==> config.mk <==
export PLATFORM = sky130hd
export DESIGN_NAME = spi_flash_command_controller_core
export DESIGN_NICKNAME = d
export VERILOG_FILES = /design/src/sfc_pkg.sv /design/src/spi_flash_command_controller_core.sv /design/src/sfc_ram.sv /design/src/sfc_fifo.sv /design/src/sfc_front.sv /design/src/sfc_back.sv
export SDC_FILE = /design/constraint.sdc
export NUM_CORES = 1
export LEC_CHECK = 0
export BUFFER_PORTS_ARGS = -buffer_cell sky130_fd_sc_hd__buf_2
export CAP_MARGIN = 20
export CELL_PAD_IN_SITES_DETAIL_PLACEMENT = 0
export CELL_PAD_IN_SITES_GLOBAL_PLACEMENT = 1
export CORE_ASPECT_RATIO = 0.8
export CORE_MARGIN = 2
export CORE_UTILIZATION = 50
export DETAILED_ROUTE_END_ITERATION = 7
export PLACE_DENSITY_LB_ADDON = 0.1
export SLEW_MARGIN = 20
export SYNTH_ARGS = -nofsm -noshare
export SYNTH_HDL_FRONTEND = slang
export SYNTH_SLANG_ARGS = --single-unit
==> constraint.sdc <==
create_clock -name clk_i -period 14.6 [get_ports clk_i]
set_clock_uncertainty 0.05 [all_clocks]
set_input_delay 0 -clock clk_i [delete_from_list [all_inputs] [get_ports clk_i]]
set_output_delay 0 -clock clk_i [all_outputs]
set_load 0.01 [all_outputs]
==> src/sfc_pkg.sv <==
package sfc_pkg;

  // Input operation codes
  localparam logic [1:0] OP_REG_READ    = 2'd0;
  localparam logic [1:0] OP_REG_WRITE   = 2'd1;
  localparam logic [1:0] OP_DIRECT_READ = 2'd2;
  localparam logic [1:0] OP_REPLY       = 2'd3;

  // Result kinds
  localparam logic [1:0] KIND_READ = 2'd0;
  localparam logic [1:0] KIND_XFER = 2'd1;
  localparam logic [1:0] KIND_DONE = 2'd2;

  // Register offsets
  localparam logic [23:0] OFS_CTRL0     = 24'h000000;
  localparam logic [23:0] OFS_CTRL1     = 24'h00000C;
  localparam logic [23:0] OFS_EXT_INDEX = 24'h00001E;
  localparam logic [23:0] OFS_EXT_DATA  = 24'h00001F;

  // Extension register indexes
  localparam logic [7:0] EXT_SEND_COUNT = 8'h05;
  localparam logic [7:0] EXT_RECV_COUNT = 8'h06;

  // Control 0 bits and flash opcodes
  localparam int unsigned EXEC_BIT  = 16;
  localparam int unsigned CLEAR_BIT = 20;
  localparam logic [7:0] READ_OPCODE = 8'h03;

  typedef struct packed {
    logic [1:0]  operation;
    logic [23:0] address;
    logic [31:0] write_data;
    logic [3:0]  access_size;
    logic [7:0]  reply_byte;
  } sfc_in_t;

  typedef struct packed {
    logic [1:0]  kind;
    logic [63:0] read_data;
    logic [7:0]  transmit_byte;
    logic        chip_select;
  } sfc_out_t;

  typedef enum logic [1:0] {
    CMD_REG_READ,
    CMD_REG_WRITE,
    CMD_DIRECT_READ,
    CMD_REPLY
  } cmd_e;

  typedef enum logic [2:0] {
    REG_CTRL0,
    REG_CTRL1,
    REG_EXT_INDEX,
    REG_EXT_DATA,
    REG_OTHER
  } reg_e;

  // Classified item handed from the front end to the back end
  typedef struct packed {
    cmd_e        kind;
    reg_e        regsel;
    logic [23:0] address;
    logic [31:0] data;
    logic [2:0]  size_m1;
    logic [7:0]  reply;
  } sfc_cmd_t;

endpackage

==> src/spi_flash_command_controller_core.sv <==
// Channel   Handshake     Payload                 Transaction
// input     push / full   in_item_i  (sfc_in_t)   push && !full
// result    empty / pop   out_item_o (sfc_out_t)  pop && !empty
//
// Cycles: one transaction per cycle unless the result queue is full; every item runs
//   in a single back-end step. An accepted transaction is registered in the command
//   queue, then its result in the result queue (one register stage each) before output.
// The ring byte is prefetched from a registered-read RAM, so it never stalls.
// Reset: asynchronous, clears both queues, all control registers and the ring valid bits;
//   ring entries not yet written read as zero.
// Stalls: a full result queue holds the back end; a full command queue raises full.
module spi_flash_command_controller_core #(
  parameter int unsigned RING_DEPTH  = 8,
  parameter int unsigned QUEUE_DEPTH = 2
) (
  input  logic             clk_i,
  input  logic             rst_ni,
  input  logic             push,
  output logic             full,
  input  sfc_pkg::sfc_in_t in_item_i,
  output logic             empty,
  input  logic             pop,
  output sfc_pkg::sfc_out_t out_item_o
);

  import sfc_pkg::*;

  sfc_cmd_t cmd;
  logic     cmd_valid;
  logic     cmd_pop;
  sfc_out_t res;
  logic     res_push;
  logic     res_full;

  // Front end: classify each transaction and queue it
  sfc_front #(
    .QUEUE_DEPTH (QUEUE_DEPTH)
  ) u_front (
    .clk_i       (clk_i),
    .rst_ni      (rst_ni),
    .push_i      (push),
    .item_i      (in_item_i),
    .full_o      (full),
    .cmd_valid_o (cmd_valid),
    .cmd_o       (cmd),
    .cmd_pop_i   (cmd_pop)
  );

  // Back end: registers, ring, transfer sequencer; one item per cycle unless results are full
  sfc_back #(
    .RING_DEPTH (RING_DEPTH)
  ) u_back (
    .clk_i       (clk_i),
    .rst_ni      (rst_ni),
    .cmd_valid_i (cmd_valid),
    .cmd_i       (cmd),
    .cmd_pop_o   (cmd_pop),
    .res_full_i  (res_full),
    .res_push_o  (res_push),
    .res_o       (res)
  );

  // Result queue: hold finished results until popped
  sfc_fifo #(
    .WIDTH ($bits(sfc_out_t)),
    .DEPTH (QUEUE_DEPTH)
  ) u_res_queue (
    .clk_i   (clk_i),
    .rst_ni  (rst_ni),
    .push_i  (res_push),
    .wdata_i (res),
    .full_o  (res_full),
    .pop_i   (pop),
    .rdata_o (out_item_o),
    .empty_o (empty)
  );

endmodule

==> src/sfc_ram.sv <==
module sfc_ram #(
  parameter int unsigned WIDTH = 8,
  parameter int unsigned DEPTH = 8
) (
  input  logic                     clk_i,
  input  logic                     we_i,
  input  logic [$clog2(DEPTH)-1:0] waddr_i,
  input  logic [WIDTH-1:0]         wdata_i,
  input  logic [$clog2(DEPTH)-1:0] raddr_i,
  output logic [WIDTH-1:0]         rdata_o
);

  logic [WIDTH-1:0] mem_q [DEPTH];
  logic [WIDTH-1:0] rdata_q;

  always_ff @(posedge clk_i) begin
    if (we_i) begin
      mem_q[waddr_i] <= wdata_i;
    end
    rdata_q <= mem_q[raddr_i];
  end

  assign rdata_o = rdata_q;

endmodule

==> src/sfc_fifo.sv <==
module sfc_fifo #(
  parameter int unsigned WIDTH = 8,
  parameter int unsigned DEPTH = 2
) (
  input  logic             clk_i,
  input  logic             rst_ni,
  input  logic             push_i,
  input  logic [WIDTH-1:0] wdata_i,
  output logic             full_o,
  input  logic             pop_i,
  output logic [WIDTH-1:0] rdata_o,
  output logic             empty_o
);

  localparam int unsigned AW = $clog2(DEPTH);
  localparam int unsigned CW = $clog2(DEPTH + 1);

  logic [WIDTH-1:0] mem_q [DEPTH];
  logic [AW-1:0]    wr_ptr_q, wr_ptr_d;
  logic [AW-1:0]    rd_ptr_q, rd_ptr_d;
  logic [CW-1:0]    cnt_q, cnt_d;
  logic             do_push, do_pop;

  assign full_o  = (cnt_q == CW'(DEPTH));
  assign empty_o = (cnt_q == '0);
  assign do_push = push_i && !full_o;
  assign do_pop  = pop_i && !empty_o;
  assign rdata_o = mem_q[rd_ptr_q];

  always_comb begin
    wr_ptr_d = wr_ptr_q;
    rd_ptr_d = rd_ptr_q;
    if (do_push) begin
      wr_ptr_d = (wr_ptr_q == AW'(DEPTH - 1)) ? '0 : wr_ptr_q + AW'(1);
    end
    if (do_pop) begin
      rd_ptr_d = (rd_ptr_q == AW'(DEPTH - 1)) ? '0 : rd_ptr_q + AW'(1);
    end
    case ({do_push, do_pop})
      2'b10:   cnt_d = cnt_q + CW'(1);
      2'b01:   cnt_d = cnt_q - CW'(1);
      default: cnt_d = cnt_q;
    endcase
  end

  always_ff @(posedge clk_i or negedge rst_ni) begin
    if (!rst_ni) begin
      wr_ptr_q <= '0;
      rd_ptr_q <= '0;
      cnt_q    <= '0;
    end else begin
      wr_ptr_q <= wr_ptr_d;
      rd_ptr_q <= rd_ptr_d;
      cnt_q    <= cnt_d;
    end
  end

  always_ff @(posedge clk_i) begin
    if (do_push) begin
      mem_q[wr_ptr_q] <= wdata_i;
    end
  end

endmodule

==> src/sfc_front.sv <==
module sfc_front #(
  parameter int unsigned QUEUE_DEPTH = 2
) (
  input  logic              clk_i,
  input  logic              rst_ni,
  input  logic              push_i,
  input  sfc_pkg::sfc_in_t  item_i,
  output logic              full_o,
  output logic              cmd_valid_o,
  output sfc_pkg::sfc_cmd_t cmd_o,
  input  logic              cmd_pop_i
);

  import sfc_pkg::*;

  sfc_cmd_t cls;
  logic     cmd_empty;

  // Decode operation, register offset and clamp the direct-read size
  always_comb begin
    cls.address = item_i.address;
    cls.data    = item_i.write_data;
    cls.reply   = item_i.reply_byte;

    case (item_i.operation)
      OP_REG_READ:    cls.kind = CMD_REG_READ;
      OP_REG_WRITE:   cls.kind = CMD_REG_WRITE;
      OP_DIRECT_READ: cls.kind = CMD_DIRECT_READ;
      OP_REPLY:       cls.kind = CMD_REPLY;
      default:        cls.kind = CMD_REPLY;
    endcase

    case (item_i.address)
      OFS_CTRL0:     cls.regsel = REG_CTRL0;
      OFS_CTRL1:     cls.regsel = REG_CTRL1;
      OFS_EXT_INDEX: cls.regsel = REG_EXT_INDEX;
      OFS_EXT_DATA:  cls.regsel = REG_EXT_DATA;
      default:       cls.regsel = REG_OTHER;
    endcase

    if (item_i.access_size == 4'd0) begin
      cls.size_m1 = 3'd0;
    end else if (item_i.access_size inside {[4'd9:4'd15]}) begin
      cls.size_m1 = 3'd7;
    end else begin
      cls.size_m1 = 3'(item_i.access_size - 4'd1);
    end
  end

  sfc_fifo #(
    .WIDTH ($bits(sfc_cmd_t)),
    .DEPTH (QUEUE_DEPTH)
  ) u_cmd_queue (
    .clk_i   (clk_i),
    .rst_ni  (rst_ni),
    .push_i  (push_i),
    .wdata_i (cls),
    .full_o  (full_o),
    .pop_i   (cmd_pop_i),
    .rdata_o (cmd_o),
    .empty_o (cmd_empty)
  );

  assign cmd_valid_o = !cmd_empty;

endmodule

==> src/sfc_back.sv <==
module sfc_back #(
  parameter int unsigned RING_DEPTH = 8
) (
  input  logic              clk_i,
  input  logic              rst_ni,
  input  logic              cmd_valid_i,
  input  sfc_pkg::sfc_cmd_t cmd_i,
  output logic              cmd_pop_o,
  input  logic              res_full_i,
  output logic              res_push_o,
  output sfc_pkg::sfc_out_t res_o
);

  import sfc_pkg::*;

  localparam int unsigned PW  = $clog2(RING_DEPTH);
  localparam int unsigned WPW = (PW > 3) ? PW : 3;

  typedef enum logic [2:0] {
    PH_IDLE,
    PH_CMD_OP,
    PH_CMD_TX,
    PH_CMD_RX,
    PH_DA_HDR,
    PH_DA_DATA
  } phase_e;

  phase_e            phase_q, phase_d;
  logic [31:0]       ctrl_q, ctrl_d;
  logic [PW-1:0]     rp_q, rp_d;
  logic [7:0]        ext_idx_q, ext_idx_d;
  logic [7:0]        send_q, send_d;
  logic [7:0]        recv_q, recv_d;
  logic [7:0]        left_q, left_d;
  logic [WPW-1:0]    wp_q, wp_d;
  logic [63:0]       word_q, word_d;
  logic [23:0]       paddr_q, paddr_d;
  logic [RING_DEPTH-1:0] vld_q, vld_d;
  logic              rvld_q, rvld_d;
  logic              byp_q, byp_d;
  logic [7:0]        byp_data_q, byp_data_d;

  logic              fire;
  logic [PW-1:0]     rp_inc;
  logic [PW-1:0]     wp_ring;
  logic [PW-1:0]     wp_ring_inc;
  logic [WPW-1:0]    rp_ext;
  logic [7:0]        step_cnt;
  logic [7:0]        left_dec;
  logic [1:0]        hdr_sel;
  logic [31:0]       cw;
  logic              ring_we;
  logic [PW-1:0]     ring_raddr;
  logic [7:0]        ram_rdata;
  logic [7:0]        ring_byte;

  assign fire        = cmd_valid_i && !res_full_i;
  assign cmd_pop_o   = fire;
  assign rp_inc      = (rp_q == PW'(RING_DEPTH - 1)) ? '0 : rp_q + PW'(1);
  assign wp_ring     = wp_q[PW-1:0];
  assign wp_ring_inc = (wp_ring == PW'(RING_DEPTH - 1)) ? '0 : wp_ring + PW'(1);
  assign left_dec    = (left_q != 8'd0) ? left_q - 8'd1 : 8'd0;
  assign hdr_sel     = 2'(left_q - 8'd1);
  // A byte written in the previous cycle at the prefetched address wins over the RAM
  assign ring_byte   = byp_q ? byp_data_q : (rvld_q ? ram_rdata : 8'd0);

  always_comb begin
    phase_d    = phase_q;
    ctrl_d     = ctrl_q;
    rp_d       = rp_q;
    ext_idx_d  = ext_idx_q;
    send_d     = send_q;
    recv_d     = recv_q;
    left_d     = left_q;
    wp_d       = wp_q;
    word_d     = word_q;
    paddr_d    = paddr_q;
    vld_d      = vld_q;
    ring_we    = 1'b0;
    res_push_o = 1'b0;
    res_o      = '{kind: KIND_READ, read_data: 64'd0, transmit_byte: 8'd0,
                   chip_select: 1'b1};
    step_cnt   = (phase_q == PH_CMD_OP) ? send_q : left_q;
    cw         = cmd_i.data;
    rp_ext     = '0;

    if (fire) begin
      if (cmd_i.kind == CMD_REPLY) begin
        case (phase_q)
          PH_CMD_OP, PH_CMD_TX: begin
            if (step_cnt == 8'd0) begin
              // Send phase over: receive at the pointer left after sending
              rp_d       = wp_ring;
              res_push_o = 1'b1;
              if (recv_q == 8'd0) begin
                ctrl_d[EXEC_BIT] = 1'b0;
                phase_d          = PH_IDLE;
                left_d           = 8'd0;
                res_o.kind       = KIND_DONE;
              end else begin
                phase_d           = PH_CMD_RX;
                left_d            = recv_q;
                res_o.kind        = KIND_XFER;
                res_o.chip_select = 1'b0;
              end
            end else begin
              wp_d                = WPW'(wp_ring_inc);
              left_d              = step_cnt - 8'd1;
              phase_d             = PH_CMD_TX;
              res_push_o          = 1'b1;
              res_o.kind          = KIND_XFER;
              res_o.transmit_byte = ring_byte;
              res_o.chip_select   = 1'b0;
            end
          end
          PH_CMD_RX: begin
            ring_we        = 1'b1;
            vld_d[wp_ring] = 1'b1;
            wp_d           = WPW'(wp_ring_inc);
            res_push_o     = 1'b1;
            if (left_dec != 8'd0) begin
              left_d            = left_dec;
              res_o.kind        = KIND_XFER;
              res_o.chip_select = 1'b0;
            end else begin
              ctrl_d[EXEC_BIT] = 1'b0;
              phase_d          = PH_IDLE;
              left_d           = 8'd0;
              res_o.kind       = KIND_DONE;
            end
          end
          PH_DA_HDR: begin
            res_push_o        = 1'b1;
            res_o.kind        = KIND_XFER;
            res_o.chip_select = 1'b0;
            if (left_q != 8'd0) begin
              left_d = left_dec;
              case (hdr_sel)
                2'd0:    res_o.transmit_byte = paddr_q[7:0];
                2'd1:    res_o.transmit_byte = paddr_q[15:8];
                2'd2:    res_o.transmit_byte = paddr_q[23:16];
                default: res_o.transmit_byte = 8'd0;
              endcase
            end else begin
              // Address sent; the stored size picks how many data bytes follow
              left_d  = 8'(wp_q[2:0]) + 8'd1;
              wp_d    = '0;
              phase_d = PH_DA_DATA;
            end
          end
          PH_DA_DATA: begin
            word_d     = word_q | (64'(cmd_i.reply) << {wp_q[2:0], 3'b000});
            wp_d       = WPW'(wp_q[2:0] + 3'd1);
            left_d     = left_dec;
            res_push_o = 1'b1;
            if (left_dec != 8'd0) begin
              res_o.kind        = KIND_XFER;
              res_o.chip_select = 1'b0;
            end else begin
              phase_d         = PH_IDLE;
              res_o.kind      = KIND_READ;
              res_o.read_data = word_d;
            end
          end
          default: begin
            // Reply with no transfer outstanding: drop
          end
        endcase
      end else if (phase_q == PH_IDLE) begin
        case (cmd_i.kind)
          CMD_REG_READ: begin
            res_push_o = 1'b1;
            case (cmd_i.regsel)
              REG_CTRL0: res_o.read_data = {32'd0, ctrl_q};
              REG_CTRL1: begin
                rp_d            = rp_inc;
                rp_ext          = WPW'(rp_inc);
                res_o.read_data = {53'd0, rp_ext[2:0], ring_byte};
              end
              default: res_o.read_data = 64'd0;
            endcase
          end
          CMD_REG_WRITE: begin
            case (cmd_i.regsel)
              REG_CTRL0: begin
                if (cw[CLEAR_BIT]) begin
                  rp_d          = '0;
                  cw[CLEAR_BIT] = 1'b0;
                end
                ctrl_d = cw;
                if (cw[EXEC_BIT]) begin
                  wp_d                = WPW'(rp_d);
                  left_d              = 8'd0;
                  phase_d             = PH_CMD_OP;
                  res_push_o          = 1'b1;
                  res_o.kind          = KIND_XFER;
                  res_o.transmit_byte = cw[7:0];
                  res_o.chip_select   = 1'b0;
                end
              end
              REG_EXT_INDEX: ext_idx_d = cmd_i.data[7:0];
              REG_EXT_DATA: begin
                if (ext_idx_q == EXT_SEND_COUNT) begin
                  send_d = cmd_i.data[7:0];
                end else if (ext_idx_q == EXT_RECV_COUNT) begin
                  recv_d = cmd_i.data[7:0];
                end
              end
              default: begin
              end
            endcase
          end
          CMD_DIRECT_READ: begin
            paddr_d             = cmd_i.address;
            word_d              = 64'd0;
            wp_d                = WPW'(cmd_i.size_m1);
            left_d              = 8'd3;
            phase_d             = PH_DA_HDR;
            res_push_o          = 1'b1;
            res_o.kind          = KIND_XFER;
            res_o.transmit_byte = READ_OPCODE;
            res_o.chip_select   = 1'b0;
          end
          default: begin
          end
        endcase
      end
    end

    // Prefetch the ring byte the next step may need
    if (phase_d == PH_CMD_OP || phase_d == PH_CMD_TX) begin
      ring_raddr = wp_d[PW-1:0];
    end else begin
      ring_raddr = rp_d;
    end
    rvld_d = vld_q[ring_raddr];

    // The RAM returns the old byte when it is written at the address being read
    byp_d      = ring_we && (wp_ring == ring_raddr);
    byp_data_d = cmd_i.reply;
  end

  always_ff @(posedge clk_i or negedge rst_ni) begin
    if (!rst_ni) begin
      phase_q    <= PH_IDLE;
      ctrl_q     <= '0;
      rp_q       <= '0;
      ext_idx_q  <= '0;
      send_q     <= '0;
      recv_q     <= '0;
      left_q     <= '0;
      wp_q       <= '0;
      word_q     <= '0;
      paddr_q    <= '0;
      vld_q      <= '0;
      rvld_q     <= 1'b0;
      byp_q      <= 1'b0;
      byp_data_q <= '0;
    end else begin
      phase_q    <= phase_d;
      ctrl_q     <= ctrl_d;
      rp_q       <= rp_d;
      ext_idx_q  <= ext_idx_d;
      send_q     <= send_d;
      recv_q     <= recv_d;
      left_q     <= left_d;
      wp_q       <= wp_d;
      word_q     <= word_d;
      paddr_q    <= paddr_d;
      vld_q      <= vld_d;
      rvld_q     <= rvld_d;
      byp_q      <= byp_d;
      byp_data_q <= byp_data_d;
    end
  end

  sfc_ram #(
    .WIDTH (8),
    .DEPTH (RING_DEPTH)
  ) u_ring (
    .clk_i   (clk_i),
    .we_i    (ring_we),
    .waddr_i (wp_ring),
    .wdata_i (cmd_i.reply),
    .raddr_i (ring_raddr),
    .rdata_o (ram_rdata)
  );

endmodule

Yosys cells after proc, flatten, opt, wreduce, memory -nomap -nowiden
Memories as Yosys holds them, arrays and structs flattened. A register that Yosys moved wholly into a read port is not among the register bits.
Index checks and enable logic that the tools add are counted.
{"block": "word_totals", "regBits": 186, "mem_bits_rw": 358, "in_bits": 74, "out_inout_bits": 77, "word_cells": 248, "memories": 3}
{"block": "op_classes", "addsub": 14, "n_lt_le_gt_ge": 5, "n_eq_ne": 40, "shifts": 1, "muxes": 114, "bitwise_logic": 4, "reduce_logical": 46}
{"name": "u_res_queue.mem_q", "depth": 2, "width": 75, "rd": 1, "rd_clocked_by_memory_dff": 0, "wr": 1, "line": "sfc_fifo.sv:18", "text": "logic [WIDTH-1:0] mem_q [DEPTH];"}
{"name": "u_front.u_cmd_queue.mem_q", "depth": 2, "width": 72, "rd": 1, "rd_clocked_by_memory_dff": 0, "wr": 1, "line": "sfc_fifo.sv:18"}
{"name": "u_back.u_ring.mem_q", "depth": 8, "width": 8, "rd": 1, "rd_clocked_by_memory_dff": 1, "wr": 1, "line": "sfc_ram.sv:13", "text": "logic [WIDTH-1:0] mem_q [DEPTH];"}
{"op": "$mux W64", "count": 6}
{"op": "$mux W75", "count": 3}
{"op": "$mux W8", "count": 14}
{"op": "$mux W3", "count": 27}
{"op": "$or A64 B64 Y64", "count": 1}
{"op": "$pmux W32 S2", "count": 1}
{"op": "$shl A8 B6 Y64", "count": 1}
{"op": "$mux W17", "count": 3}
{"op": "$eq A24 B5 Y1 const B", "count": 2}
{"op": "$mux W32", "count": 1}
{"op": "$pmux W8 S2", "count": 2}
{"op": "$pmux W8 S4", "count": 1}
{"op": "$mux W1", "count": 30}
{"op": "$eq A24 B4 Y1 const B", "count": 1}
{"op": "$logic_not A24 Y1", "count": 1}
{"op": "$pmux W3 S4", "count": 2}
{"op": "$pmux W8 S3", "count": 1}
{"op": "$eq A2 B2 Y1 const B", "count": 9}
{"op": "$mux W9", "count": 2}
{"op": "$pmux W3 S2", "count": 3}
{"op": "$pmux W9 S2", "count": 1}
{"op": "$eq A8 B3 Y1 const B", "count": 2}
{"op": "$logic_not A8 Y1", "count": 2}
{"op": "$pmux W2 S4", "count": 2}
{"op": "other kinds (47)", "count": 106}

Longest topological paths before layout
Gate-level depths: netlist of the first run.
{"block": "logic_depth", "word_depth": 12, "depth_mapped": 20}

Hierarchy
From an unflattened synthesis of the first run, not the netlist that was laid out.
{"block": "unflattened", "cells_unflattened": 1664, "area_unflattened_um2": 23999.3}
{"mod": "sfc_back", "n_inst": 1, "cells_each": 1025, "area_per_inst_um2": 9608.0}
{"mod": "sfc_fifo (u_res_queue)", "n_inst": 1, "cells_each": 251, "area_per_inst_um2": 5760.5}
{"mod": "sfc_fifo (u_front.u_cmd_queue)", "n_inst": 1, "cells_each": 242, "area_per_inst_um2": 5741.8}
{"mod": "sfc_ram", "n_inst": 1, "cells_each": 114, "area_per_inst_um2": 2691.3}
{"mod": "sfc_front", "n_inst": 1, "cells_each": 32, "area_per_inst_um2": 197.7}

Least setup slack after synthesis of the first run
No wires, ideal clock.
{"block": "synth_path", "path_kind": "reg2reg", "start": "reg u_front.u_cmd_queue.rd_ptr_q", "end": "mem u_res_queue.mem_q[0][0] (netlist bit), enable pin", "arrival_ns": 6.986, "required_ns": 14.042, "setup_slack_ns": 7.056, "stages_incl_launch_ff": 16, "path_buffers": 6, "path_cell_list": "dfrtp_1 clkbuf_1 clkbuf_1 clkbuf_1 buf_1 clkbuf_1 mux2i_1 inv_1 ha_1 clkbuf_1 nor3_1 a21oi_1 o32ai_1 nand2_1 a31o_2 nor2_1"}
{"block": "synth_via", "elab_chain_cells": 10, "word_cells_on_any_way": 16, "classes_between": "eq/ne: 3; mux: 8; reduce/logical: 4; memory: 1"}
{"item": "start: declaration", "line": "sfc_fifo.sv:20", "text": "logic [AW-1:0] rd_ptr_q, rd_ptr_d;"}
{"item": "start signal: assignment", "line": "sfc_fifo.sv:53", "text": "rd_ptr_q <= rd_ptr_d;"}
{"item": "$mem_v2 Z2 W72 (*)"}
{"item": "$eq A2 B2 Y1 (tied with other cells)", "line": "sfc_back.sv:170", "text": "case (cmd_i.kind)"}
{"item": "$reduce_or A2 Y1 (no line) or $mux W1 (tied branches)"}
{"item": "$pmux W1 S2", "line": "sfc_back.sv:170"}
{"item": "$mux W1", "line": "sfc_back.sv:169", "text": "end else if (phase_q == PH_IDLE) begin"}
{"item": "$mux W1 (*)", "line": "sfc_back.sv:88", "text": "if (cmd_i.kind == CMD_REPLY) begin"}
{"item": "$mux W1 (*)", "line": "sfc_back.sv:87", "text": "if (fire) begin"}
{"item": "$logic_and A1 B1 Y1 (*)", "line": "sfc_fifo.sv:26", "text": "assign do_push = push_i && !full_o;"}
{"item": "$mux W1 (*)", "line": "sfc_fifo.sv:59", "text": "if (do_push) begin"}
{"item": "$mux W1 (implied by the code) (*)", "line": "sfc_fifo.sv:60", "text": "mem_q[wr_ptr_q] <= wdata_i;"}
{"item": "end: declaration", "line": "sfc_fifo.sv:18"}
Every way passes the cells marked *; elsewhere a longest branch is shown, timed or not.

Worst setup path after layout of the first run
{"block": "layout_path", "start": "reg u_back.phase_q[1]", "end": "reg u_back.u_ring.rdata_q[7] (netlist: u_back.u_ring.rdata_o[7]), read port of u_back.u_ring.mem_q"}
{"block": "layout_via", "elab_chain_cells": 10, "word_cells_on_any_way": 34, "classes_between": "eq/ne: 7; mux: 22; reduce/logical: 5"}
{"item": "start: declaration", "line": "sfc_back.sv:28", "text": "phase_e phase_q, phase_d;"}
{"item": "start signal: assignment", "line": "sfc_back.sv:260", "text": "phase_q <= phase_d;"}
{"item": "$eq A3 B1 Y1", "line": "sfc_back.sv:83, sfc_back.sv:89"}
{"item": "$mux W8", "line": "sfc_back.sv:83", "text": "step_cnt = (phase_q == PH_CMD_OP) ? send_q : left_q;"}
{"item": "$logic_not A8 Y1", "line": "sfc_back.sv:91", "text": "if (step_cnt == 8'd0) begin"}
{"item": "$mux W2", "line": "sfc_back.sv:91"}
{"item": "$pmux W3 S3", "line": "sfc_back.sv:89", "text": "case (phase_q)"}
{"item": "$mux W3", "line": "sfc_back.sv:88"}
{"item": "$mux W3 (*)", "line": "sfc_back.sv:87"}
{"item": "named net u_back.phase_d[1]", "line": "sfc_back.sv:28"}
{"item": "$eq A3 B1 Y1 or $eq A3 B2 Y1 (tied branches)", "line": "sfc_back.sv:231", "text": "if (phase_d == PH_CMD_OP || phase_d == PH_CMD_TX) begin"}
{"item": "$logic_or A1 B1 Y1 (*)", "line": "sfc_back.sv:231"}
{"item": "$mux W3 (*)", "line": "sfc_back.sv:231"}
{"item": "end: declaration", "line": "sfc_ram.sv:14", "text": "logic [WIDTH-1:0] rdata_q;"}
The timed path passes the listed nets; every way through them passes the cells marked *.
A chain may end at the register's enable or synchronous reset.

==> results.yml, run 1 <==
final_layout:
  seqCellArea_um2: 15600
  fillers: 3805
  nNetsFinal: 2121
  antenna_cells: 0
  multi_input_area_um2: 7450
  drive_above_1_share_pct: 19.6
  fin_cells: 2692
  area_delta_synth_final_pct: 16.5
worst_setup_path:
  r2r_end: "u_back.u_ring.rdata_o[7]$_DFF_P_"
  start_kind: "flop"
  endpoint: "u_back.u_ring.rdata_o[7]$_DFF_P_"
  crit_slowest_cell: "nor3b_2"
  crit_path_end_kind: "flop"
  arrival_ns: 5.76
  r2r_setup_slack_ns: 9.27
  startpoint: "u_back.phase_q[1]$_DFF_PN0_"
  critPathMaxFanout: 37
  critPathRequiredTime_ns: 15.03
  crit_path_max_incr_delay_ns: 0.93
  cpMostUsedCell: "mux2i_1"
  path_class: "flop to flop"
  r2r-start: "u_back.phase_q[1]$_DFF_PN0_"
  crit_chain: "nor3b_2, mux2i_1, ha_1, nand4_1, nand3_2, and4_1, a2bb2oi_4, mux2i_4, mux2i_4, buf_4, mux2i_1, mux2i_1, mux2_2"
  reg2reg_depth: 13
placement:
  numPortBuffers: 150
  dp_hpwl_um: 38600
  globalplace.congestion: 0.838
  dp.cells: 2515
cts:
  clock_path_buffers: 3
  tritoncts: "done"
  cts_made_buffers: 53
  clock-root-buffer: "clkbuf_16"
  clock_latency_ns: 0.61
  h-tree-depth: 2
  path_clk_slew_ns: 0.06
  numClockSinks: 552
worst_hold_path:
  hold_depth: 2
  hold_class: "input port to flop"
synth:
  ys_ff_latch: 552
  synth_top_area_cell: "edfxtp_1"
  ys_async_sr_fraction_pct: 33.7
  yosys_most_used_dff: "edfxtp_1"
  ys_warn_count: 0
  synth_edf_count: 358
  synth.most_common_cell: "edfxtp_1"
  syn_inst: 1828
  synth_area_per_cell_um2: 12.9
  syn-num-nets: 1922
  synth_top_area_share_pct: 45.7
  yosysSeqAreaShare_pct: 66.2
  synth.distinct_cells: 82
  synth_common_cells: "358 x edfxtp_1, 224 x nor2_1, 217 x a21oi_1"
  netlist_area_um2: 23500
  synthTopCellsByArea: "edfxtp_1 46%, dfrtp_1 20%, mux2i_1 5.6%"
route:
  via_count: 15228
  drt-total-wl_um: 58700
  drt_iter0_drc: 1405
  routedWlPerCell_um: 21.8
  drtAntennaViolNets: 0
  vias_per_cell: 5.66
  dr.pass1.iters: 5
  drcViolationCount: 0
pwr:
  ir_drop_mv: 0.140
  powerDensity_nw_per_um2: 213
  leakagePower_nw: 10.6
grt:
  grt_pass1_wl_um: 88200
  antenna_found_initial: 0
  track_usage_pct: 24.1
  grt-ovfl-total: 0
  grt_start_max_net_pins: 77
  grt_pass1_vias: 14582
floorplan:
  die-area_um2: 48800
  start_util_pct: 50.3
  ioPinCount: 151
  die_h_um: 198
  rows: 71
  core-area_um2: 46700
  dieWidth_um: 246
timing:
  rsz0062_at_grt: "false"
  finalSetupViolCount: 0
  min_period_over_period_pct: 36.5
  worst_pin_slew_ns: 1.10
  slew_viol_final: 0
  tns_ns: 0
  hold_viol: 0
  relSlewSlack_pct: 26.3
  fmax_mhz: 188
  fin_crit_ns: 5.33
outcome:
  status: "complete, no violations"
flow_run:
  cap_viol_max_count: 0
[report_power, final]
part           internal (W)  switching, W  leakage [nW]
Combinational      0.000830       0.00131          3.93
Sequential          0.00208      0.000242          5.83
Clock              0.000772      0.000595         0.851
[cell type report]
type	instances	share of cell area, %
clock inverter	33	1.09
multi-input combinational	1139	27.2
inverter	28	0.384
timing repair buffer	253	6.40
sequential	552	56.8
clock buffer	67	5.25
tap	620	2.83
[critical path: cells and delay by family, from the launching register on]
kind | cells | cell delay, ns
buf+inv | 1 | 0.55
compound gates | 1 | 0.10
fa+ha+maj | 1 | 0.26
flops | 1 | 0.70
mux | 6 | 1.69
simple gates | 4 | 1.81
[metal layers]
layer  part of all wire, %  global-route usage, %  routed length (um)
met1                    48                   36.8               28200
met2                    44                   35.9               26000
met3                   5.6                   4.03                3310
met4                   2.0                   6.27                1170
met5                     0                      0                   0
[worst min path at each step]
stage | from | to | slack [ns]
final | in_item_i[29] | u_front.u_cmd_queue.mem_q[1][28]$_DFFE_PP_ | 0.06
after global routing | in_item_i[30] | u_front.u_cmd_queue.mem_q[0][29]$_DFFE_PP_ | 0.05
after CTS | in_item_i[24] | u_front.u_cmd_queue.mem_q[0][23]$_DFFE_PP_ | 0.03
after detailed placement | rst_ni | u_back.paddr_q[13]$_DFFE_PN0P_ | -0.06
after global placement | rst_ni | u_back.paddr_q[14]$_DFFE_PN0P_ | -0.05
after floorplan | rst_ni | u_back.byp_data_q[0]$_DFF_PN0_ | -0.35
[registers in the layout (all words and copies together) (netlist names), 24 cells and up]
| register | count |
|---|---|
| u_back.u_ring.mem_q | 64 |
| u_back.paddr_q | 24 |
| u_res_queue.mem_q | 150 |
| u_back.word_q | 64 |
| u_back.ctrl_q | 31 |
| u_front.u_cmd_queue.mem_q | 144 |
[cells by family (layout without fill, tap and decap cells)]
logic type	count (synthesis)	count (layout)	share of synthesized area [%]
fa+ha+maj	21	21	1.11
compound gates	411	411	10.3
flops	552	552	66.2
buf+inv	137	381	2.54
simple gates	459	459	8.77
mux	228	228	10.3
xor+xnor	20	20	0.745
[what timing repair did]
| action | CTS | global route |
|---|---|---|
| setup buffers | 0 | 0 |
| hold buffers | 76 | 0 |
| endpoints found under the hold margin | 212 | 0 |
| resized for setup | 0 | 0 |
[stage by stage]
step	utilization [%]	area [um^2]	total power, W	setup slack [ns]	hold WS [ns]
6_report	58.6	27400	0.00583	9.27	0.0586
5_1_grt	58.6	27400	0.00614	8.95	0.0545
4_1_cts	58.6	27400	0.00585	9.28	0.0313
3_5_place_dp	53.2	24800	0.00446	9.32	-0.0577
3_3_place_gp	53.1	24800	0.00443	9.55	-0.0540
2_1_floorplan	-	23500	0.00383	7.06	-0.346
[layout by cell type (no fill, tap or decap), types with 5 or more instances in the layout]
cell type,synthesis,final
clkinv_2,0,11
nand4_1,6,6
nand2_1,108,108
o22ai_1,7,7
o21a_1,14,14
dlygate4sd3_1,0,75
buf_2,9,149
o211ai_1,5,5
nor3_2,2,6
mux2i_1,132,130
nor2_4,0,5
a22oi_1,8,8
buf_4,3,25
a21oi_1,217,217
clkbuf_1,72,8
a222oi_1,8,8
xnor2_1,15,15
nor4_1,15,14
clkinv_1,0,9
nor3_1,19,15
nor2b_1,17,16
or2_2,9,9
nand3_1,16,16
inv_1,26,26
o21ai_0,84,84
a31oi_1,8,8
xor2_1,5,5
clkbuf_8,0,6
o21ai_1,5,5
ha_1,20,20
nand2b_1,10,10
nor2_1,224,215
a211oi_1,15,15
and2_1,8,8
or3_1,8,8
dfxtp_1,8,8
clkbuf_16,0,53
mux2_2,93,93
edfxtp_1,358,358
dfrtp_1,186,184
Power figures use the tool's default switching activity.
==> inputs of run 2 (changes only) <==
==> constraint.sdc (replaced) <==
create_clock -name clk_i -period 4.9 [get_ports clk_i]
set_clock_uncertainty 0.05 [all_clocks]
set_input_delay 0 -clock clk_i [delete_from_list [all_inputs] [get_ports clk_i]]
set_output_delay 0 -clock clk_i [all_outputs]
set_load 0.01 [all_outputs]
==> run 2 against run 1 <==
  * Total power grew to 3.0 times the previous value
  * Clock power grew to 3.1 times the previous value
  * Critical path depth grew 1
  * Sequential cell count is the same
  * Setup slack lost 8.7 ns
  * Worst hold slack lost 0.048 ns
  * Via count grew 0.91%
  * Largest cell class unchanged
==> results.yml, run 2 (synthesized netlist as in run 1, its figures left out) <==
floorplan:
  ioPinCount: 151
  dieWidth_um: 246
  start_util_pct: 50.3
  die_h_um: 198
  die-area_um2: 48800
  core-area_um2: 46700
  rows: 71
placement:
  dp.cells: 2532
  dp_hpwl_um: 38700
  globalplace.congestion: 0.909
  numPortBuffers: 150
pwr:
  ir_drop_mv: 0.440
  powerDensity_nw_per_um2: 640
  leakagePower_nw: 10.8
worst_setup_path:
  critPathMaxFanout: 37
  critPathRequiredTime_ns: 5.33
  arrival_ns: 4.74
  r2r-start: "u_front.u_cmd_queue.rd_ptr_q$_DFFE_PN0P_"
  start_kind: "flop"
  reg2reg_depth: 14
  crit_family: "multiplexers"
  r2r_end: "u_back.u_ring.rdata_o[4]$_DFF_P_"
  crit_chain: "mux2_2, inv_1, ha_1, or4b_1, nor3_2, nand3_1, a32oi_1, o211ai_1, mux2i_4, mux2i_4, buf_12, mux2i_1, mux2i_1, mux2_2"
  crit_buf_inv: 2
  r2r_setup_slack_ns: 0.58
  path_class: "flop to flop"
  crit_path_end_kind: "flop"
  crit_slowest_cell: "or4b_1"
  crit_path_max_incr_delay_ns: 0.51
final_layout:
  area_delta_synth_final_pct: 17.6
  fillers: 3808
  utilization_pct: 59.2
  nNetsFinal: 2140
  fin_cells: 2713
  mostFrequentLayoutCells: "358 x edfxtp_1, 217 x a21oi_1, 216 x nor2_1, 184 x dfrtp_1, 149 x buf_2"
  final_common_cell: "edfxtp_1"
  largest_reg_flops: 150
  reg.largest.list: "u_res_queue.mem_q (150), u_front.u_cmd_queue.mem_q (144)"
  antenna_cells: 0
  drive_above_1_share_pct: 20.2
  top_register: "u_res_queue.mem_q"
route:
  dr.pass1.iters: 6
  vias_per_cell: 5.66
  drt_iter0_drc: 1503
  drtAntennaViolNets: 0
  routedWlPerCell_um: 21.8
  drcViolationCount: 0
  via_count: 15367
  drt-total-wl_um: 59200
grt:
  grt-ovfl-total: 0
  grt_pass1_wl_um: 89800
  track_usage_pct: 24.4
  antenna_found_initial: 0
  grt_pass1_vias: 15110
  grt_start_max_net_pins: 77
worst_hold_path:
  hold_class: "input port to async pin"
timing:
  finalSetupViolCount: 0
  fin_crit_ns: 4.32
  tns_ns: 0
  slew_viol_final: 0
  min_period_over_period_pct: 88.1
  relSlewSlack_pct: 34.0
  rsz0062_at_grt: "false"
  worst_pin_slew_ns: 0.990
  fmax_mhz: 232
  hold_viol: 0
cts:
  tritoncts: "done"
  numClockSinks: 552
  h-tree-depth: 2
  clock-root-buffer: "clkbuf_16"
  clock_path_buffers: 3
  clock_latency_ns: 0.61
  cts-resized-gates: 0
  cts_made_buffers: 55
  path_clk_slew_ns: 0.06
outcome:
  status: "complete, no violations"
flow_run:
  cap_viol_max_count: 0
==> run 2: cell types whose count changed in the layout (fill, tap and decap cells not counted), moves of 2 or more <==
cell / before / now
nor3_2: 6 / 4
buf_4: 25 / 41
clkbuf_16: 53 / 56
clkbuf_1: 8 / 14
clkinvlp_4: 3 / 1
clkinv_1: 9 / 6
clkbuf_8: 6 / 10
buf_12: 1 / 4
clkinv_4: 2 / 0
nor3_1: 15 / 17
==> run 2: where the power goes <==
| group | switching, W | total (W) | internal (W) | leakage, nW |
|---|---|---|---|---|
| registers | 0.000648 | 0.00685 | 0.00620 | 5.83 |
| logic | 0.00402 | 0.00658 | 0.00257 | 4.03 |
| clock network | 0.00175 | 0.00426 | 0.00251 | 0.909 |
==> run 2: cell type report <==
| class | instances | area, um^2 | area share (%) |
|---|---|---|---|
| sequential | 552 | 15600 | 56.3 |
| clock buffer | 80 | 1590 | 5.76 |
| timing repair buffer | 270 | 1910 | 6.92 |
| clock inverter | 24 | 255 | 0.923 |
| tap | 620 | 776 | 2.81 |
| multi-input combinational | 1139 | 7440 | 26.9 |
| inverter | 28 | 105 | 0.380 |
==> run 2: layer usage <==
layer / GRT usage, % / routed length, um
met5: 0 / 0
met4: 5.89 / 1120
met3: 4.43 / 4020
met2: 36.6 / 26300
met1: 37.0 / 27800
==> run 2: worst register-to-register path, stage by stage (launching register included) <==
cell	delay, ns
dfrtp_4	0.49
mux2_2	0.28
inv_1	0.10
ha_1	0.37
or4b_1	0.51
nor3_2	0.28
nand3_1	0.15
a32oi_1	0.19
o211ai_1	0.16
mux2i_4	0.35
mux2i_4	0.33
buf_12	0.28
mux2i_1	0.30
mux2i_1	0.11
mux2_2	0.27
==> run 2: how the worst max path moves through the flow <==
stage                                                         from                                to  depth (start not counted)
final                     u_front.u_cmd_queue.rd_ptr_q$_DFFE_PN0P_  u_back.u_ring.rdata_o[4]$_DFF_P_                         14
after global routing      u_front.u_cmd_queue.rd_ptr_q$_DFFE_PN0P_  u_back.u_ring.rdata_o[4]$_DFF_P_                         13
after CTS                 u_front.u_cmd_queue.rd_ptr_q$_DFFE_PN0P_  u_back.u_ring.rdata_o[4]$_DFF_P_                         14
after detailed placement  u_front.u_cmd_queue.rd_ptr_q$_DFFE_PN0P_  u_back.u_ring.rdata_o[0]$_DFF_P_                         14
after global placement    u_front.u_cmd_queue.rd_ptr_q$_DFFE_PN0P_  u_back.u_ring.rdata_o[5]$_DFF_P_                         14
after floorplan           u_front.u_cmd_queue.rd_ptr_q$_DFFE_PN0P_           u_back.rvld_q$_DFF_PN0_                         19
==> run 2: what timing repair did <==
action	in CTS	in global routing
setup buffers	0	0
hold buffers	75	0
endpoints found under the hold margin	224	0
==> run 2: per-stage QoR <==
stage | area (um^2) | power [W] | setup slack [ns] | hold slack (ns)
final | 27700 | 0.0177 | 0.582 | 0.0107
after detailed placement | 25000 | 0.0134 | 0.680 | 0.0441
after global placement | 25000 | 0.0133 | 0.861 | 0.0377
after global routing | 27700 | 0.0186 | 0.256 | 0.0287
after CTS | 27600 | 0.0178 | 0.585 | 0.00404
after floorplan | 23500 | 0.0114 | 0.0528 | -0.346
